`src/rtl/gdt2_pkg.sv`:
```
package gdt2_pkg;

  localparam int MAX_WIDTH  = 64;
  localparam int MAX_HEIGHT = 64;
  localparam int FRAC_BITS  = 16;

  localparam int MAX_LINE  = (MAX_WIDTH > MAX_HEIGHT) ? MAX_WIDTH : MAX_HEIGHT;
  localparam int MAP_DEPTH = MAX_WIDTH * MAX_HEIGHT;
  localparam int MAP_AW    = $clog2(MAP_DEPTH);
  localparam int CNT_W     = $clog2(MAP_DEPTH + 1);
  localparam int IDX_W     = $clog2(MAX_LINE);
  localparam int DIM_W     = $clog2(MAX_LINE + 1);
  localparam int D_W       = IDX_W + 1;

  localparam int SCORE_W = 32;
  localparam int VAL_W   = 48;
  localparam int COEF_W  = 32;
  localparam int QUAD_W  = 31;
  localparam int CFG_W   = 32;
  localparam int CFG_AW  = 3;
  localparam int FIELD_W = 7;

  localparam int BOUND_W = FRAC_BITS + $clog2(MAX_LINE + 2) + 1;
  localparam int SQ_W    = 2 * IDX_W;
  localparam int P1_W    = QUAD_W + SQ_W;
  localparam int P2_W    = COEF_W + D_W;
  localparam int NUM_W   = VAL_W + 3;
  localparam int DEN_W   = QUAD_W + D_W + 1;
  localparam int LDEN_W  = DEN_W + DIM_W;
  localparam int QUOT_W  = FRAC_BITS + DIM_W;
  localparam int DIV_W   = LDEN_W + FRAC_BITS;
  localparam int QCNT_W  = $clog2(QUOT_W);

  localparam int QUEUE_DEPTH = 4;
  localparam int Q_AW        = $clog2(QUEUE_DEPTH);

  localparam logic MODE_LOAD = 1'b0;
  localparam logic MODE_READ = 1'b1;

  localparam logic [CFG_AW-1:0] REG_WIDTH_IN_USE  = 3'd0;
  localparam logic [CFG_AW-1:0] REG_HEIGHT_IN_USE = 3'd1;
  localparam logic [CFG_AW-1:0] REG_X_QUAD        = 3'd2;
  localparam logic [CFG_AW-1:0] REG_X_LINEAR      = 3'd3;
  localparam logic [CFG_AW-1:0] REG_X_CONST       = 3'd4;
  localparam logic [CFG_AW-1:0] REG_Y_QUAD        = 3'd5;
  localparam logic [CFG_AW-1:0] REG_Y_LINEAR      = 3'd6;
  localparam logic [CFG_AW-1:0] REG_Y_CONST       = 3'd7;

  typedef struct packed {
    logic                      mode;
    logic signed [SCORE_W-1:0] score;
  } gdt2_in_t;

  typedef struct packed {
    logic signed [VAL_W-1:0] value;
    logic [FIELD_W-1:0]      col_index;
    logic [FIELD_W-1:0]      row_index;
    logic                    last;
  } gdt2_out_t;

  typedef struct packed {
    logic                is_read;
    logic                flag;
    logic [MAP_AW-1:0]   addr;
    logic [IDX_W-1:0]    row;
    logic [SCORE_W-1:0]  score;
  } gdt2_cmd_t;

  typedef struct packed {
    logic [QUAD_W-1:0]        quad;
    logic signed [COEF_W-1:0] linear;
    logic signed [COEF_W-1:0] offset;
  } gdt2_axis_t;

  typedef struct packed {
    logic [IDX_W-1:0]          idx;
    logic signed [VAL_W-1:0]   value;
  } gdt2_ent_t;

  typedef struct packed {
    logic [IDX_W-1:0]          vertex;
    logic signed [BOUND_W-1:0] bound;
  } gdt2_env_t;

endpackage

```
`src/rtl/gdt2_queue.sv`:
```
module gdt2_queue import gdt2_pkg::*; (
  input  logic      clk,
  input  logic      rst,
  input  logic      push,
  input  gdt2_cmd_t push_cmd,
  input  logic      pop,
  output logic      empty,
  output logic      full,
  output gdt2_cmd_t head
);

  gdt2_cmd_t       slots [QUEUE_DEPTH];
  logic [Q_AW-1:0] wp;
  logic [Q_AW-1:0] rp;
  logic [Q_AW:0]   count;

  assign empty = (count == '0);
  assign full  = (count == (Q_AW+1)'(QUEUE_DEPTH));
  assign head  = slots[rp];

  always_ff @(posedge clk) begin
    if (push) begin
      slots[wp] <= push_cmd;
    end
  end

  always_ff @(posedge clk) begin
    if (rst) begin
      wp    <= '0;
      rp    <= '0;
      count <= '0;
    end else begin
      if (push) begin
        wp <= wp + 1'b1;
      end
      if (pop) begin
        rp <= rp + 1'b1;
      end
      if (push && !pop) begin
        count <= count + 1'b1;
      end else if (pop && !push) begin
        count <= count - 1'b1;
      end
    end
  end

endmodule

```
`config.mk`:
```
export PLATFORM = sky130hd
export DESIGN_NAME = gdt2_queue
export DESIGN_NICKNAME = d
export VERILOG_FILES = /design/src/rtl/gdt2_pkg.sv /design/src/rtl/gdt2_queue.sv
export SDC_FILE = /design/constraint.sdc
export NUM_CORES = 1
export LEC_CHECK = 0
export BUFFER_PORTS_ARGS = -buffer_cell sky130_fd_sc_hd__buf_2
export CORE_ASPECT_RATIO = 2
export CORE_MARGIN = 2
export CORE_UTILIZATION = 51
export CTS_CLUSTER_SIZE = 40
export DETAILED_ROUTE_END_ITERATION = 10
export GPL_TIMING_DRIVEN = 1
export PLACE_DENSITY = 0.75
export SLEW_MARGIN = 20
export SYNTH_ARGS = -nofsm -noshare
export SYNTH_HDL_FRONTEND = slang
export SYNTH_SLANG_ARGS = --single-unit
export TNS_END_PERCENT = 100
```
`constraint.sdc`:
```
create_clock -name clk -period 2 [get_ports clk]
set_input_delay 0.1 -clock clk [delete_from_list [all_inputs] [get_ports clk]]
set_output_delay 0.1 -clock clk [all_outputs]
set_load 0.05 [all_outputs]
```
==> impl_metrics.tcl, run 1 <==
set metrics [dict create \
    clk_pin_slew_ns 0.07 \
    dp_hpwl_um 9290 \
    start_util_pct 52.3 \
    rsz0062_at_grt "true" \
    drt_wl_total_um 15000 \
    drt_iter0_drc 195 \
    synthFlopType "edfxtp_1" \
    synthTopCellsByArea "edfxtp_1 (78%), mux4_2 (14%), dfxtp_1 (2.3%)" \
    synthDistinctLibCells 22 \
    mappedNetlistArea_um2 7990 \
    relSlewSlack_pct 67.2 \
    drc 0 \
    worst_setup_path_end_kind "output pin" \
    yosys_warnings 0 \
    synth_cells 316 \
    ys_ff_latch 217 \
    clock_latency_ns 0.47 \
    firstDrtPassIters 4 \
    dieArea_um2 16800 \
    num_rows 64 \
    grt_use_total_pct 18.3 \
    synth_common_cells "edfxtp_1 (208), mux4_2 (50), dfxtp_1 (9)" \
    p_leak_nw 3.55 \
    die_height_um 181 \
    postSynth.asyncResetShare_pct 0 \
    synth_edf_count 208 \
    synth.most_common_cell "edfxtp_1" \
    overflow 0 \
    tritoncts "yes" \
    p_per_area_nw_per_um2 1020 \
    placed_area_um2 8850 \
    num_io_pins 110 \
    syn-num-nets 378 \
    hold_violations 0 \
    cts_root_buf "clkbuf_16" \
    hold_ws_ns 0.376 \
    first_global_vias 4255 \
    areaGrowthSynthToFinish_pct 28.3 \
    portBuffers 109 \
    maxCapViolCount 0 \
    reg2reg_slack_ns 0.32 \
    routed_via_density 5.35 \
    status "completed" \
    totalPowerFinal_mw 10.5 \
    die_w_um 92.5 \
    max-vdd-ir-drop_v 0.000990 \
    fmax_mhz 507 \
    crit_fanout 7 \
    required_ns 1.90 \
    critical_path_class "flop to output pin" \
    drtAntennaViolNets 0 \
    skew_ns 0.00549 \
    fin_area_um2 10300 \
    ys_seq_area_share_pct 80.4 \
    htree_levels 1 \
    worstPathArrival_ns 1.87 \
    final_nets 570 \
    synth.largest_area_cell "edfxtp_1" \
    clock_sinks 217 \
    routedWlPerCell_um 20.8 \
    yosys.area.top_type_share_pct 78.1 \
    crit_path_start_kind "flop" \
    antenna_found_initial 1 \
    layout-drive-gt1-share_pct 40.6 \
    period_share_pct 98.7 \
    core_area_um2 15300 \
    cts_max_path_buffers 3 \
    grt_pass1_wl_um 23100 \
    gp_congestion 0.763 \
    numCtsBuffers 18 \
    fin_crit_ns 1.97 \
    drv_slew 0 \
    setup_violations 0 \
    min_path_type "input pin to flop" \
    tightest_slew_ns 0.492 \
    grt_max_degree 43 \
    vias 3847 \
    avgSynthCellArea_um2 25.3 \
]
-- power breakdown --
group	internal (mW)	switching [mW]	leakage, nW	total [mW]
Sequential	5.21	0.0762	1.99	5.29
Combinational	0.690	1.09	1.28	1.78
Clock	1.99	1.44	0.286	3.43
-- kinds of logic after synthesis --
| kind of cell | Yosys count | share of synthesized area [%] |
|---|---|---|
| flops | 217 | 80.4 |
| mux | 54 | 15.0 |
| buf+inv | 17 | 1.99 |
| simple gates | 15 | 0.923 |
| fa+ha+maj | 6 | 1.03 |
| xor+xnor | 5 | 0.548 |
| compound gates | 2 | 0.125 |
-- worst paths after layout --
check	cells after the start	from	endpoint
min reg2reg	2	count[2]$_SDFFE_PP0P_	count[2]$_SDFFE_PP0P_
min	2	push_cmd[21]	slots[3][21]$_DFFE_PP_
max reg2reg	4	wp[0]$_SDFFE_PP0P_	slots[2][5]$_DFFE_PP_
max	4	flop	head[24]
-- per-stage QoR --
step | cells | utilization (%) | setup slack (ns) | setup TNS [ns]
3_3_place_gp | 623 | 57.9 | 0.315 | 0
3_5_place_dp | 623 | 57.9 | 0.293 | 0
4_1_cts | 718 | 66.6 | -0.00871 | -0.00871
5_1_grt | 719 | 67.1 | -0.0429 | -0.723
6_report | 719 | 67.1 | 0.0260 | 0
2_1_floorplan | 316 | - | 0.365 | 0
-- registers in the layout, summed over array words and instances (netlist names), named ones only --
| register | count |
|---|---|
| slots | 208 |
| count | 3 |
| rp | 2 |
| wp | 2 |
-- what timing repair did --
item | 4_1_cts | 5_1_grt
endpoints found under the setup margin | 47 | 49
cloned | 2 | 0
hold endpoints to repair | 217 | 0
hold buffers | 56 | 0
gates resized for setup | 33 | 33
buffers inserted | 5 | 0
-- routing by layer --
layer  track usage (%)  vias to the layer above  routed length, um
li1                  -                     1716                  -
met1              20.6                     1994               5390
met2              34.4                      105               8530
met3              2.67                       32                562
met4              7.04                        0                512
met5                 0                        -                  0
-- critical path, stage by stage, from the launching register on --
cell and delay (ns):
dfxtp_4 0.42, buf_12 0.15, buf_16 0.14, mux4_2 0.52
buf_6 0.17
-- layout make-up --
type / count / area (um^2)
Tap cell: 198 / 248
Inverter: 4 / 15.0
Multi-Input combinational cell: 82 / 1410
Fill cell: 977 / 5040
Clock inverter: 10 / 93.8
Sequential cell: 217 / 6430
Clock buffer: 22 / 487
Antenna cell: 1 / 2.50
Timing Repair Buffer: 185 / 1570
-- cell usage in the layout, fill, tap and decap left out --
cell type / Yosys / routed
edfxtp_1: 208 / 208
buf_2: 5 / 81
dlygate4sd3_1: 0 / 56
mux4_2: 50 / 52
clkbuf_16: 0 / 19
buf_6: 1 / 19
buf_4: 0 / 16
buf_12: 5 / 8
nor2_1: 7 / 7
dfxtp_1: 9 / 7
ha_1: 5 / 5
clkinv_1: 0 / 5
inv_1: 4 / 4
and2_2: 0 / 4
xor2_1: 3 / 3
clkbuf_1: 2 / 3
clkinv_2: 0 / 3
buf_16: 0 / 3
xnor2_1: 2 / 2
mux2i_1: 2 / 2
dfxtp_4: 0 / 2
bufinv_16: 0 / 2
buf_8: 0 / 2
diode_2: 0 / 1
nor3b_1: 1 / 1
nor3_1: 1 / 1
nand2_1: 1 / 1
o21ai_0: 1 / 1
or3_1: 1 / 1
a21oi_1: 1 / 1
fa_1: 1 / 1
No activity file was read; power rests on OpenSTA's default activity.
==> run 2: changes to the inputs <==
--- a/config.mk
+++ b/config.mk
@@ -7,11 +7,14 @@
 export LEC_CHECK = 0
 export BUFFER_PORTS_ARGS = -buffer_cell sky130_fd_sc_hd__buf_2
+export CELL_PAD_IN_SITES_DETAIL_PLACEMENT = 0
+export CELL_PAD_IN_SITES_GLOBAL_PLACEMENT = 2
 export CORE_ASPECT_RATIO = 2
 export CORE_MARGIN = 2
-export CORE_UTILIZATION = 51
+export CORE_UTILIZATION = 40
+export CTS_BUF_LIST = sky130_fd_sc_hd__clkbuf_8 sky130_fd_sc_hd__clkbuf_16
 export CTS_CLUSTER_SIZE = 40
 export DETAILED_ROUTE_END_ITERATION = 10
 export GPL_TIMING_DRIVEN = 1
-export PLACE_DENSITY = 0.75
+export PLACE_DENSITY_LB_ADDON = 0.1
 export SLEW_MARGIN = 20
 export SYNTH_ARGS = -nofsm -noshare
==> constraint.sdc (replaced) <==
create_clock -name clk -period 2 [get_ports clk]
set_input_delay 0.4 -clock clk [delete_from_list [all_inputs] [get_ports clk]]
set_output_delay 0.4 -clock clk [all_outputs]
set_load 0.05 [all_outputs]
==> run 2 against run 1 <==
Effect of this change:
- the run now ends with negative setup slack left
- clock skew rose by 0.0096 ns
- design area fell by 2.0%
- utilization fell by 16 points
- flip-flop and latch count did not move
- clock-buffer cell count fell by 3
- global-route usage fell by 3.9 points
- largest power group unchanged
==> impl_metrics.tcl, run 2 (synthesis gave the netlist of run 1 again) <==
set metrics [dict create \
    grt_pass1_wl_um 23200 \
    reg2reg_slack_ns 0.50 \
    min_path_type "input pin to flop" \
    gp_congestion 0.731 \
    seqPwrFrac_pct 48.8 \
    crit_family "multiplexers" \
    clk_pin_slew_ns 0.07 \
    worstPathArrival_ns 1.85 \
    place_ws_ns 0.0952 \
    final-instance-count-excl-fill 728 \
    clkPwrFrac_pct 33.9 \
    crit_path_frequent_cell "buf_12" \
    p_per_area_nw_per_um2 1080 \
    num_rows 73 \
    grt_max_degree 53 \
    max-vdd-ir-drop_v 0.000709 \
    cts_max_path_buffers 3 \
    vias 3615 \
    status "finished, violations left" \
    final_nets 516 \
    p_comb_share_pct 17.3 \
    antenna_found_initial 0 \
    critical_path_class "flop to output pin" \
    fin_crit_ns 2.25 \
    crit_buf_inv 3 \
    setup_violations 52 \
    grt_use_total_pct 14.5 \
    worst_setup_path_end_kind "output pin" \
    path_cells "buf_12, buf_12, mux4_2, buf_6" \
    portBuffers 109 \
    skew_ns 0.0151 \
    max_stage_delay_ns 0.54 \
    overflow 0 \
    htree_levels 1 \
    cts_root_buf "clkbuf_16" \
    postCtsHoldBufs 0 \
    drv_slew 0 \
    swShare_pct 25.3 \
    period_share_pct 113 \
    core_area_um2 19700 \
    die_height_um 204 \
    tritoncts "yes" \
    final_common_cell "edfxtp_1" \
    routed_via_density 4.97 \
    p_int_mw 8.09 \
    dieArea_um2 21200 \
    layout_setup_ws_ns -0.252 \
    num_io_pins 110 \
    relSlewSlack_pct 76.5 \
    required_ns 1.60 \
    layout-drive-gt1-share_pct 46.4 \
    fmax_mhz 444 \
    hold_violations 0 \
    tightest_slew_ns 0.352 \
    min_from "push_cmd[33]" \
    first_global_vias 4049 \
    crit_fanout 6 \
    mostFrequentLayoutCells "edfxtp_1 (208), buf_2 (57), mux4_2 (52)" \
    largest_reg_flops 208 \
    drc 0 \
    drt_iter0_drc 147 \
    drtAntennaViolNets 0 \
    crit_path_start_kind "flop" \
    die_w_um 104 \
    dp_hpwl_um 8800 \
    r2r-start "count[0]$_SDFFE_PP0P_" \
    fin_area_um2 10100 \
    firstDrtPassIters 4 \
    rsz0062_at_grt "true" \
    placed_area_um2 8920 \
    dp_cells 686 \
    start_util_pct 40.5 \
    drt_wl_total_um 15500 \
    fillers 1640 \
    maxCapViolCount 0 \
    clock_sinks 217 \
    cpMaxStageDelayCell "mux4_2" \
    routedWlPerCell_um 21.3 \
    clock_latency_ns 0.49 \
    numCtsBuffers 19 \
    violations "negative setup slack" \
    p_leak_nw 3.42 \
    switching_power_mw 2.73 \
    antenna_cells 0 \
    top_regs "slots: 208 flops, count: 3 flops" \
    top_register "slots" \
    areaGrowthSynthToFinish_pct 25.8 \
    hold_ws_ns 0.123 \
]
==> run 2: changes by cell type in the layout (fill, tap and decap cells not counted), sizes merged <==
cell,change
dlygate4sd3,-56
clkinv,-1
clkinvlp,+1
buf,-3
diode,-1
bufinv,+1
clkbuf,+1
inv,+3
==> run 2: worst register-to-register path: stages (launching register included) <==
cell and delay [ns]:
dfxtp_1 0.36, fa_1 0.44, xor2_1 0.18, or3_1 0.31, a21oi_1 0.14
==> run 2: path summary, 6_finish.rpt <==
kind | to | depth (start not counted)
max | head[12] | 4
min | slots[2][33]$_DFFE_PP_ | 1
max reg2reg | count[2]$_SDFFE_PP0P_ | 4
min reg2reg | count[2]$_SDFFE_PP0P_ | 2
==> run 2: final cells by class <==
type	count	area (um^2)	share of cell area, %
Sequential cell	217	6430	64.0
Multi-Input combinational cell	82	1410	14.0
Timing Repair Buffer	130	1250	12.5
Clock buffer	19	475	4.73
Tap cell	262	328	3.26
Clock inverter	14	145	1.44
Inverter	4	15.0	0.149
==> run 2: through the flow <==
step	power, mW	TNS (ns)	utilization, %
finish	10.8	-11.61	51.0
global route	11.2	-14.47	51.0
CTS	10.9	-13.82	50.5
detailed placement	6.95	0	45.2
global placement	6.92	0	45.2
floorplan	6.52	0	-
==> run 2: layer usage <==
metal  track usage, %  vias to the layer above  routed length [um]
met4             4.68                        0                 355
met5                0                        -                   0
met3             2.49                       20                 636
met2             27.5                       83                8600
li1                 -                     1601                   -
met1             16.4                     1911                5950
==> run 2: repair_timing <==
| action | in CTS | in global routing |
|---|---|---|
| resized for setup | 108 | 1 |
| buffers inserted | 2 | 3 |
| cloned | 2 | 4 |
| setup endpoints to repair | 52 | 52 |
==> run 2: power groups by stage <==
stage          Combinational (mW)  Clock (mW)  Sequential [mW]
2_1_floorplan                1.16           0             5.35
6_report                     1.87        3.67             5.28
3_5_place_dp                 1.57           0             5.38
4_1_cts                      1.85        3.76             5.28
5_1_grt                      1.96        3.92             5.29
3_3_place_gp                 1.55           0             5.37
