### src/rtl/gdt2_pkg.sv
package gdt2_pkg;

  localparam int MAX_WIDTH  = 64;
  localparam int MAX_HEIGHT = 64;
  localparam int FRAC_BITS  = 16;

  localparam int MAX_LINE  = (MAX_WIDTH > MAX_HEIGHT) ? MAX_WIDTH : MAX_HEIGHT;
  localparam int MAP_DEPTH = MAX_WIDTH * MAX_HEIGHT;
  localparam int MAP_AW    = $clog2(MAP_DEPTH);
  localparam int CNT_W     = $clog2(MAP_DEPTH + 1);
  localparam int IDX_W     = $clog2(MAX_LINE);
  localparam int DIM_W     = $clog2(MAX_LINE + 1);
  localparam int D_W       = IDX_W + 1;

  localparam int SCORE_W = 32;
  localparam int VAL_W   = 48;
  localparam int COEF_W  = 32;
  localparam int QUAD_W  = 31;
  localparam int CFG_W   = 32;
  localparam int CFG_AW  = 3;
  localparam int FIELD_W = 7;

  localparam int BOUND_W = FRAC_BITS + $clog2(MAX_LINE + 2) + 1;
  localparam int SQ_W    = 2 * IDX_W;
  localparam int P1_W    = QUAD_W + SQ_W;
  localparam int P2_W    = COEF_W + D_W;
  localparam int NUM_W   = VAL_W + 3;
  localparam int DEN_W   = QUAD_W + D_W + 1;
  localparam int LDEN_W  = DEN_W + DIM_W;
  localparam int QUOT_W  = FRAC_BITS + DIM_W;
  localparam int DIV_W   = LDEN_W + FRAC_BITS;
  localparam int QCNT_W  = $clog2(QUOT_W);

  localparam int QUEUE_DEPTH = 4;
  localparam int Q_AW        = $clog2(QUEUE_DEPTH);

  localparam logic MODE_LOAD = 1'b0;
  localparam logic MODE_READ = 1'b1;

  localparam logic [CFG_AW-1:0] REG_WIDTH_IN_USE  = 3'd0;
  localparam logic [CFG_AW-1:0] REG_HEIGHT_IN_USE = 3'd1;
  localparam logic [CFG_AW-1:0] REG_X_QUAD        = 3'd2;
  localparam logic [CFG_AW-1:0] REG_X_LINEAR      = 3'd3;
  localparam logic [CFG_AW-1:0] REG_X_CONST       = 3'd4;
  localparam logic [CFG_AW-1:0] REG_Y_QUAD        = 3'd5;
  localparam logic [CFG_AW-1:0] REG_Y_LINEAR      = 3'd6;
  localparam logic [CFG_AW-1:0] REG_Y_CONST       = 3'd7;

  typedef struct packed {
    logic                      mode;
    logic signed [SCORE_W-1:0] score;
  } gdt2_in_t;

  typedef struct packed {
    logic signed [VAL_W-1:0] value;
    logic [FIELD_W-1:0]      col_index;
    logic [FIELD_W-1:0]      row_index;
    logic                    last;
  } gdt2_out_t;

  typedef struct packed {
    logic                is_read;
    logic                flag;
    logic [MAP_AW-1:0]   addr;
    logic [IDX_W-1:0]    row;
    logic [SCORE_W-1:0]  score;
  } gdt2_cmd_t;

  typedef struct packed {
    logic [QUAD_W-1:0]        quad;
    logic signed [COEF_W-1:0] linear;
    logic signed [COEF_W-1:0] offset;
  } gdt2_axis_t;

  typedef struct packed {
    logic [IDX_W-1:0]          idx;
    logic signed [VAL_W-1:0]   value;
  } gdt2_ent_t;

  typedef struct packed {
    logic [IDX_W-1:0]          vertex;
    logic signed [BOUND_W-1:0] bound;
  } gdt2_env_t;

endpackage

### src/rtl/gdt2_front.sv
module gdt2_front import gdt2_pkg::*; (
  input  logic             clk,
  input  logic             rst,
  input  logic             start,
  input  gdt2_in_t         item,
  input  logic             cfg_clear,
  input  logic [DIM_W-1:0] w_eff,
  input  logic [DIM_W-1:0] h_eff,
  input  logic             q_full,
  output logic             busy,
  output logic             push,
  output gdt2_cmd_t        push_cmd
);

  logic [CNT_W-1:0] load_count;
  logic [CNT_W-1:0] read_count;
  logic [IDX_W-1:0] row;
  logic             ready;
  logic [CNT_W-1:0] total;
  logic             accept;
  logic             do_load;
  logic             do_read;
  logic             load_fin;
  logic             read_fin;

  assign busy     = q_full;
  assign accept   = start && !q_full;
  assign total    = CNT_W'(w_eff) * CNT_W'(h_eff);
  assign do_load  = accept && (item.mode == MODE_LOAD) && !ready && (load_count < total);
  assign do_read  = accept && (item.mode == MODE_READ) && ready;
  assign load_fin = (load_count + CNT_W'(1)) == total;
  assign read_fin = (read_count + CNT_W'(1)) == total;

  always_comb begin
    push              = do_load || do_read;
    push_cmd.is_read  = do_read;
    push_cmd.flag     = do_read ? read_fin : load_fin;
    push_cmd.addr     = do_read ? read_count[MAP_AW-1:0] : load_count[MAP_AW-1:0];
    push_cmd.row      = row;
    push_cmd.score    = item.score;
  end

  always_ff @(posedge clk) begin
    if (rst || cfg_clear) begin
      load_count <= '0;
      read_count <= '0;
      row        <= '0;
      ready      <= 1'b0;
    end else if (do_load) begin
      load_count <= load_count + 1'b1;
      if (load_fin) begin
        ready <= 1'b1;
      end
    end else if (do_read) begin
      if (read_fin) begin
        load_count <= '0;
        read_count <= '0;
        row        <= '0;
        ready      <= 1'b0;
      end else begin
        read_count <= read_count + 1'b1;
        row        <= (DIM_W'(row) == h_eff - DIM_W'(1)) ? '0 : row + 1'b1;
      end
    end
  end

endmodule

### config.mk
export PLATFORM = sky130hd
export DESIGN_NAME = gdt2_front
export DESIGN_NICKNAME = d
export VERILOG_FILES = /design/src/rtl/gdt2_pkg.sv /design/src/rtl/gdt2_front.sv
export SDC_FILE = /design/constraint.sdc
export NUM_CORES = 1
export LEC_CHECK = 0
export ABC_AREA = 1
export ABC_CLOCK_PERIOD_IN_PS = 8240
export BUFFER_PORTS_ARGS = -buffer_cell sky130_fd_sc_hd__buf_2
export CORE_ASPECT_RATIO = 0.8
export CORE_UTILIZATION = 50
export DETAILED_ROUTE_END_ITERATION = 12
export HOLD_SLACK_MARGIN = 0.12
export PLACE_DENSITY_LB_ADDON = 0.08
export SLEW_MARGIN = 20
export SYNTH_ARGS = -nofsm -noshare
export SYNTH_HDL_FRONTEND = slang
export SYNTH_SLANG_ARGS = --single-unit
### constraint.sdc
create_clock -name clk -period 8.24 [get_ports clk]
set_input_delay 0.412 -clock clk [delete_from_list [all_inputs] [get_ports clk]]
set_output_delay 0.412 -clock clk [all_outputs]
set_load 0.01 [all_outputs]
==> results of run 1 <==
==> cell families after synthesis <==
| kind of cell | count (synthesis) | synth area share |
|---|---|---|
| compound gates | 76 | 0.0797 |
| xor+xnor | 20 | 0.0329 |
| fa+ha+maj | 70 | 0.197 |
| buf+inv | 202 | 0.173 |
| flops | 33 | 0.124 |
| simple gates | 455 | 0.393 |
==> power by group through the flow <==
stage	registers, mW	clock network (mW)	logic, mW
finish	0.160	0.202	0.552
global route	0.160	0.209	0.651
CTS	0.160	0.202	0.554
detailed placement	0.163	0	0.549
global placement	0.163	0	0.538
floorplan	0.163	0	0.457
==> through the flow <==
stage	utilization	hold slack [ps]	power [mW]	worst slack (ps)	instance area, um2
3_5_place_dp	0.519	459	0.712	1900	5330
5_1_grt	0.534	493	1.02	1540	5490
2_1_floorplan	-	439	0.620	2730	5320
3_3_place_gp	0.519	461	0.702	2050	5330
6_report	0.534	466	0.914	2060	5490
4_1_cts	0.534	467	0.916	2100	5490
==> final timing paths <==
check / end / cells after the start / from
max: push / 24 / h_eff[6]
min: ready$_SDFFE_PP0P_ / 2 / ready$_SDFFE_PP0P_
max reg2reg: load_count[11]$_SDFFE_PP0P_ / 8 / load_count[4]$_SDFFE_PP0P_
min reg2reg: ready$_SDFFE_PP0P_ / 2 / ready$_SDFFE_PP0P_
==> worst max-delay path: stages <==
cell	delay, ps
sky130_fd_sc_hd__buf_2	200
sky130_fd_sc_hd__nand2_1	110
sky130_fd_sc_hd__fa_1	520
sky130_fd_sc_hd__fa_1	550
sky130_fd_sc_hd__inv_1	60
sky130_fd_sc_hd__fa_1	530
sky130_fd_sc_hd__inv_1	50
sky130_fd_sc_hd__fa_1	520
sky130_fd_sc_hd__inv_1	40
sky130_fd_sc_hd__ha_1	350
sky130_fd_sc_hd__nand2_1	130
sky130_fd_sc_hd__inv_1	40
sky130_fd_sc_hd__nand2_1	90
sky130_fd_sc_hd__nand3_1	150
sky130_fd_sc_hd__a21oi_1	200
sky130_fd_sc_hd__nand2_1	110
sky130_fd_sc_hd__nand2_1	100
sky130_fd_sc_hd__ha_1	250
sky130_fd_sc_hd__a21oi_1	140
sky130_fd_sc_hd__o21ai_0	90
sky130_fd_sc_hd__a21oi_1	140
sky130_fd_sc_hd__nand3_1	590
sky130_fd_sc_hd__nand2_1	220
sky130_fd_sc_hd__buf_2	150
==> layout make-up <==
type,count,area [um2],share of cell area
Multi-Input combinational cell,621,3740,0.681
Sequential cell,33,661,0.120
Inverter,145,544,0.0992
Timing Repair Buffer,42,213,0.0388
Tap cell,140,175,0.0319
Clock buffer,7,153,0.0278
Clock inverter,1,5.00,0.000912
==> per-layer routing <==
metal | up-vias | wire length (um) | GRT usage
li1 | 2644 | - | -
met2 | 167 | 5680 | 0.412
met5 | - | 0 | 0
met4 | 0 | 133 | 0.0433
met1 | 2317 | 6640 | 0.351
met3 | 26 | 871 | 0.0492
==> cell usage after synthesis <==
cell | number | share of area
sky130_fd_sc_hd__or2_4 | 1 | 0.0016
sky130_fd_sc_hd__nor2_1 | 40 | 0.028
sky130_fd_sc_hd__nand3_2 | 22 | 0.041
sky130_fd_sc_hd__nor3_2 | 1 | 0.0019
sky130_fd_sc_hd__nand4_2 | 1 | 0.0024
sky130_fd_sc_hd__o21ai_0 | 22 | 0.021
sky130_fd_sc_hd__inv_2 | 2 | 0.0014
sky130_fd_sc_hd__o221ai_1 | 1 | 0.0016
sky130_fd_sc_hd__xor2_1 | 10 | 0.016
sky130_fd_sc_hd__nor4_1 | 1 | 0.0012
sky130_fd_sc_hd__dfxtp_1 | 33 | 0.12
sky130_fd_sc_hd__a21oi_2 | 10 | 0.016
sky130_fd_sc_hd__clkbuf_1 | 13 | 0.0092
sky130_fd_sc_hd__nand3_4 | 1 | 0.0033
sky130_fd_sc_hd__o21ai_1 | 3 | 0.0028
sky130_fd_sc_hd__ha_1 | 47 | 0.11
sky130_fd_sc_hd__nor2_2 | 3 | 0.0035
sky130_fd_sc_hd__xnor2_1 | 10 | 0.016
sky130_fd_sc_hd__buf_2 | 5 | 0.0047
sky130_fd_sc_hd__fa_1 | 23 | 0.087
sky130_fd_sc_hd__a211oi_1 | 1 | 0.0014
sky130_fd_sc_hd__buf_6 | 3 | 0.0063
sky130_fd_sc_hd__nor2_4 | 3 | 0.0063
sky130_fd_sc_hd__nand4_1 | 17 | 0.020
sky130_fd_sc_hd__nor2_8 | 1 | 0.0038
sky130_fd_sc_hd__nand3_1 | 76 | 0.071
sky130_fd_sc_hd__inv_1 | 143 | 0.10
sky130_fd_sc_hd__or2_2 | 2 | 0.0024
sky130_fd_sc_hd__a21oi_1 | 39 | 0.037
sky130_fd_sc_hd__nor3_1 | 6 | 0.0056
sky130_fd_sc_hd__buf_4 | 36 | 0.051
sky130_fd_sc_hd__nand2_2 | 5 | 0.0059
sky130_fd_sc_hd__nand2_1 | 275 | 0.19
==> registers in the layout, indices dropped and copies added (netlist names) <==
name	count
row	6
read_count	13
ready	1
load_count	13
==> run summary, run 1 <==
Fraction of final layout cells sized beyond drive strength 1 - 0.121
Aggregate negative setup slack - 0 ps
Clock group share of total power - 0.221
Initial antenna violation count - 0
Slew Viols, Final - 0
Average wire length per cell after detail routing - 13.5 um
Count of input and output buffers - 41
GRT overflow - 0
Cell leakage power - 2.89 nW
Clock-pin slew of the registers on the worst-case setup and hold paths - 50 ps
Portion of total power attributed to combinational logic - 0.604
Number of distinct standard cells referenced by the synthesized netlist - 33
Timing-limited maximum frequency - 162 MHz
Starting density of the core - 0.518
Switching power as a share of total power - 0.474
Count of state elements after synthesis - 33
Deepest clock path buffer count - 2
Commonest non-fill, non-tap cell in the layout - sky130_fd_sc_hd__nand2_1
Average footprint of a synthesized cell - 6.22 um2
Number of top-level design ports - 106
Violation count after the first detailed-route iteration - 426
Final Cycle Share - 0.749
Crit path DAT - 5760 ps
N_diodes - 0
Yosys synthesis warning count - 0
Switching power total - 0.433 mW
Vias in the first global route - 4934
Netlist area before placement - 0.00532 mm2
Via-to-Cell Ratio - 5.21
Clock tree from TritonCTS - yes
Slew headroom - 0.347
Total number of vias - 5154
Clock buffer count from CTS - 5
Result of the run - complete, no violations
Total half-perimeter wirelength after legalization and detailed placement - 10.8 mm
Wire length of the first global-routing pass - 22.8 mm
Internal power summed over all cells - 0.481 mW
Standard-cell row count - 33
Type of element launching the critical path - primary input
CTS root buf - sky130_fd_sc_hd__clkbuf_16
Area of the core region - 0.0103 mm2
Unrepaired setup endpoints after global routing - no
Post-Route WL - 13.3 mm
Pwr per Cell Area - 166 mW/mm2
Horizontal die dimension - 117 um
Mapped Nets - 978
Worst Clk Skew - 3.86 ps
Sort of element at the end of the critical path - output pin
Number of hold violations in the final report - 0
Hold buffers post-CTS - 0
DRC violation count after routing - 0
Number of fillers in the final layout - 1073
Number of antenna-violating nets in the routed design - 0
Total setup violations reported at the end of the flow - 0
Number of instances in the synthesized netlist - 856
Maximum Capacitance Violations - 0
Class of the tightest hold or removal check - reg -> reg
Area delta synth->final - 3.15%
Deepest level of the CTS H-tree - 2
First-pass detailed-route iteration total - 4
Worst Max-Slew Pin Slew - 979 ps
Clock sink count - 33
GPL Wtd Cong - 0.904
Fin nets - 970
Required time at the endpoint of the critical path - 7830 ps
Overall track demand over capacity in global routing - 0.254
Fin crit period - 6180 ps
Floorplan die area - 0.0111 mm2
Final cell count without fillers - 989
Height of the die - 94.3 um
Post-CTS Setup Inserts - 0
Register share of total power - 0.175
Placed Instances - 981
Worst-path maximum fanout - 15
Clk Latency, worst-skew pair - 280 ps
R2R setup slack - 5390 ps
Most frequent cells in the layout - sky130_fd_sc_hd__nand2_1 (275), sky130_fd_sc_hd__inv_1 (142), sky130_fd_sc_hd__nand3_1 (76)
Number of gates resized after CTS - 0
Peak supply drop - 0.0000907 V
Register area share after synthesis - 0.124
Critical path class - in -> out
Maximum number of pins on one net before global-route repair - 45
(Power assumes the default switching activity.)
==> run 2, diff against run 1 <==
Settings changed: ABC_CLOCK_PERIOD_IN_PS 8240 to 6100.
Clock period 8.24 ns to 6.1 ns, I/O delays scaled along.
==> run 2 against run 1 <==
Cell count up 0.40%. Via count up 1.2%. Count of clock-buffer cells in the layout down 2. Die area unchanged. Setup slack worse by 1500 ps. Cell area up 0.27%.
==> run summary, run 2 (synthesized netlist as in run 1, its figures left out) <==
Result of the run - complete, no violations
Number of gates resized after CTS - 0
Via-to-Cell Ratio - 5.25
Count of input and output buffers - 41
Most frequent cells in the layout - sky130_fd_sc_hd__nand2_1 (275), sky130_fd_sc_hd__inv_1 (142), sky130_fd_sc_hd__nand3_1 (76)
Multi-input logic area - 0.00374 mm2
Number of antenna-violating nets in the routed design - 0
Worst Clk Skew - 8.09 ps
Clk Latency, worst-skew pair - 280 ps
N_diodes - 0
Wire length of the first global-routing pass - 23.0 mm
Pwr per Cell Area - 220 mW/mm2
Hold buffers post-CTS - 0
Overall track demand over capacity in global routing - 0.257
Deepest level of the CTS H-tree - 2
Required time at the endpoint of the critical path - 5790 ps
Standard-cell row count - 33
Slew headroom - 0.569
Placed standard-cell area - 0.00536 mm2
Post-Route WL - 13.4 mm
Commonest non-fill, non-tap cell in the layout - sky130_fd_sc_hd__nand2_1
Timing-limited maximum frequency - 181 MHz
Floorplan die area - 0.0111 mm2
Internal power summed over all cells - 0.625 mW
Area of the core region - 0.0103 mm2
Largest registers - load_count: 13 flops, read_count: 13 flops, row: 6 flops
Critical path class - in -> out
Clock group share of total power - 0.207
Deepest clock path buffer count - 2
Vias in the first global route - 4914
Unrepaired setup endpoints after global routing - no
GPL Wtd Cong - 0.901
Number of fillers in the final layout - 1041
CTS root buf - sky130_fd_sc_hd__clkbuf_16
Worst-path maximum fanout - 9
Violation count after the first detailed-route iteration - 371
Cell leakage power - 2.89 nW
Slew Viols, Final - 0
Clock tree from TritonCTS - yes
Fraction of final layout cells sized beyond drive strength 1 - 0.125
Number of hold violations in the final report - 0
Class of the tightest hold or removal check - in -> reg
Clock-pin slew of the registers on the worst-case setup and hold paths - 60 ps
Switching power as a share of total power - 0.484
Horizontal die dimension - 117 um
Clock sink count - 33
Portion of total power attributed to combinational logic - 0.615
Initial antenna violation count - 0
Starting density of the core - 0.518
Final Cycle Share - 0.904
Aggregate negative setup slack - 0 ps
Crit path DAT - 5210 ps
DRC violation count after routing - 0
Switching power total - 0.587 mW
Number of top-level design ports - 106
Sort of element at the end of the critical path - output pin
Register share of total power - 0.178
Area delta synth->final - 3.43%
Final non-filler cell area - 0.00550 mm2
First-pass detailed-route iteration total - 6
Maximum number of pins on one net before global-route repair - 45
Clock buffer count from CTS - 5
FF+latch area - 661 um2
Fin nets - 974
Peak supply drop - 0.000103 V
Type of element launching the critical path - primary input
Post-CTS Setup Inserts - 0
Total setup violations reported at the end of the flow - 0
Worst Max-Slew Pin Slew - 645 ps
Height of the die - 94.3 um
Total number of vias - 5216
Design Power - 1.21 mW
Fin crit period - 5510 ps
Average wire length per cell after detail routing - 13.5 um
Total half-perimeter wirelength after legalization and detailed placement - 10.8 mm
GRT overflow - 0
Maximum Capacitance Violations - 0
## run 2: cell count changes in the layout (fill, tap and decap cells not counted)
cell	previous run	this run
sky130_fd_sc_hd__buf_4	1	5
sky130_fd_sc_hd__clkbuf_8	2	0
sky130_fd_sc_hd__clkinv_2	1	2
sky130_fd_sc_hd__clkinvlp_4	0	1
## run 2: path summary, 6_finish.rpt
kind,from,slack (ps),end,cells after the start
worst min-delay path,rst,350,row[0]$_SDFFE_PP0P_,4
worst max register to register,read_count[5]$_SDFFE_PP0P_,3410,load_count[2]$_SDFFE_PP0P_,13
worst max-delay path,h_eff[6],590,push,25
worst min register to register,ready$_SDFFE_PP0P_,470,ready$_SDFFE_PP0P_,2
## run 2: final cells by class
type,instances,area share
inverter,145,0.0989
timing repair buffer,46,0.0441
multi-input combinational,621,0.679
clock inverter,3,0.00318
clock buffer,5,0.0227
sequential,33,0.120
tap,140,0.0318
## run 2: stage by stage
step                std cells  utilization  hold slack (ps)  worst slack (ps)
finish                    993        0.535              347               586
detailed placement        985        0.521              471               376
CTS                       993        0.535              359               584
global route              993        0.535              382              99.6
global placement          985        0.521              463               500
floorplan                 856            -              439               754
## run 2: power groups by stage
stage	registers (mW)	clock network [mW]	logic [mW]
finish	0.216	0.251	0.746
global route	0.216	0.267	0.882
CTS	0.216	0.257	0.751
detailed placement	0.221	0	0.743
global placement	0.221	0	0.733
floorplan	0.221	0	0.617
## run 2: worst max-delay path: stages
cell and delay, ps:
sky130_fd_sc_hd__buf_2 200, sky130_fd_sc_hd__nand2_1 120, sky130_fd_sc_hd__fa_1 520, sky130_fd_sc_hd__fa_1 540, sky130_fd_sc_hd__inv_1 50, sky130_fd_sc_hd__fa_1 530
sky130_fd_sc_hd__inv_1 50, sky130_fd_sc_hd__fa_1 520, sky130_fd_sc_hd__inv_1 40, sky130_fd_sc_hd__ha_1 350, sky130_fd_sc_hd__nand2_1 140, sky130_fd_sc_hd__inv_1 50
sky130_fd_sc_hd__nand2_1 100, sky130_fd_sc_hd__nand3_1 140, sky130_fd_sc_hd__a21oi_1 190, sky130_fd_sc_hd__nand2_1 120, sky130_fd_sc_hd__nand2_1 100, sky130_fd_sc_hd__ha_1 240
sky130_fd_sc_hd__a21oi_1 140, sky130_fd_sc_hd__o21ai_0 110, sky130_fd_sc_hd__a21oi_1 140, sky130_fd_sc_hd__nand3_1 120, sky130_fd_sc_hd__buf_4 200, sky130_fd_sc_hd__nand2_1 60
sky130_fd_sc_hd__buf_2 130
## run 2: per-layer routing
layer  vias up  GRT usage  wire (um)
met5         -          0          0
met1      2351      0.361       6370
li1       2653          -          -
met2       183      0.414       5800
met4         0     0.0509        152
met3        29     0.0394       1080
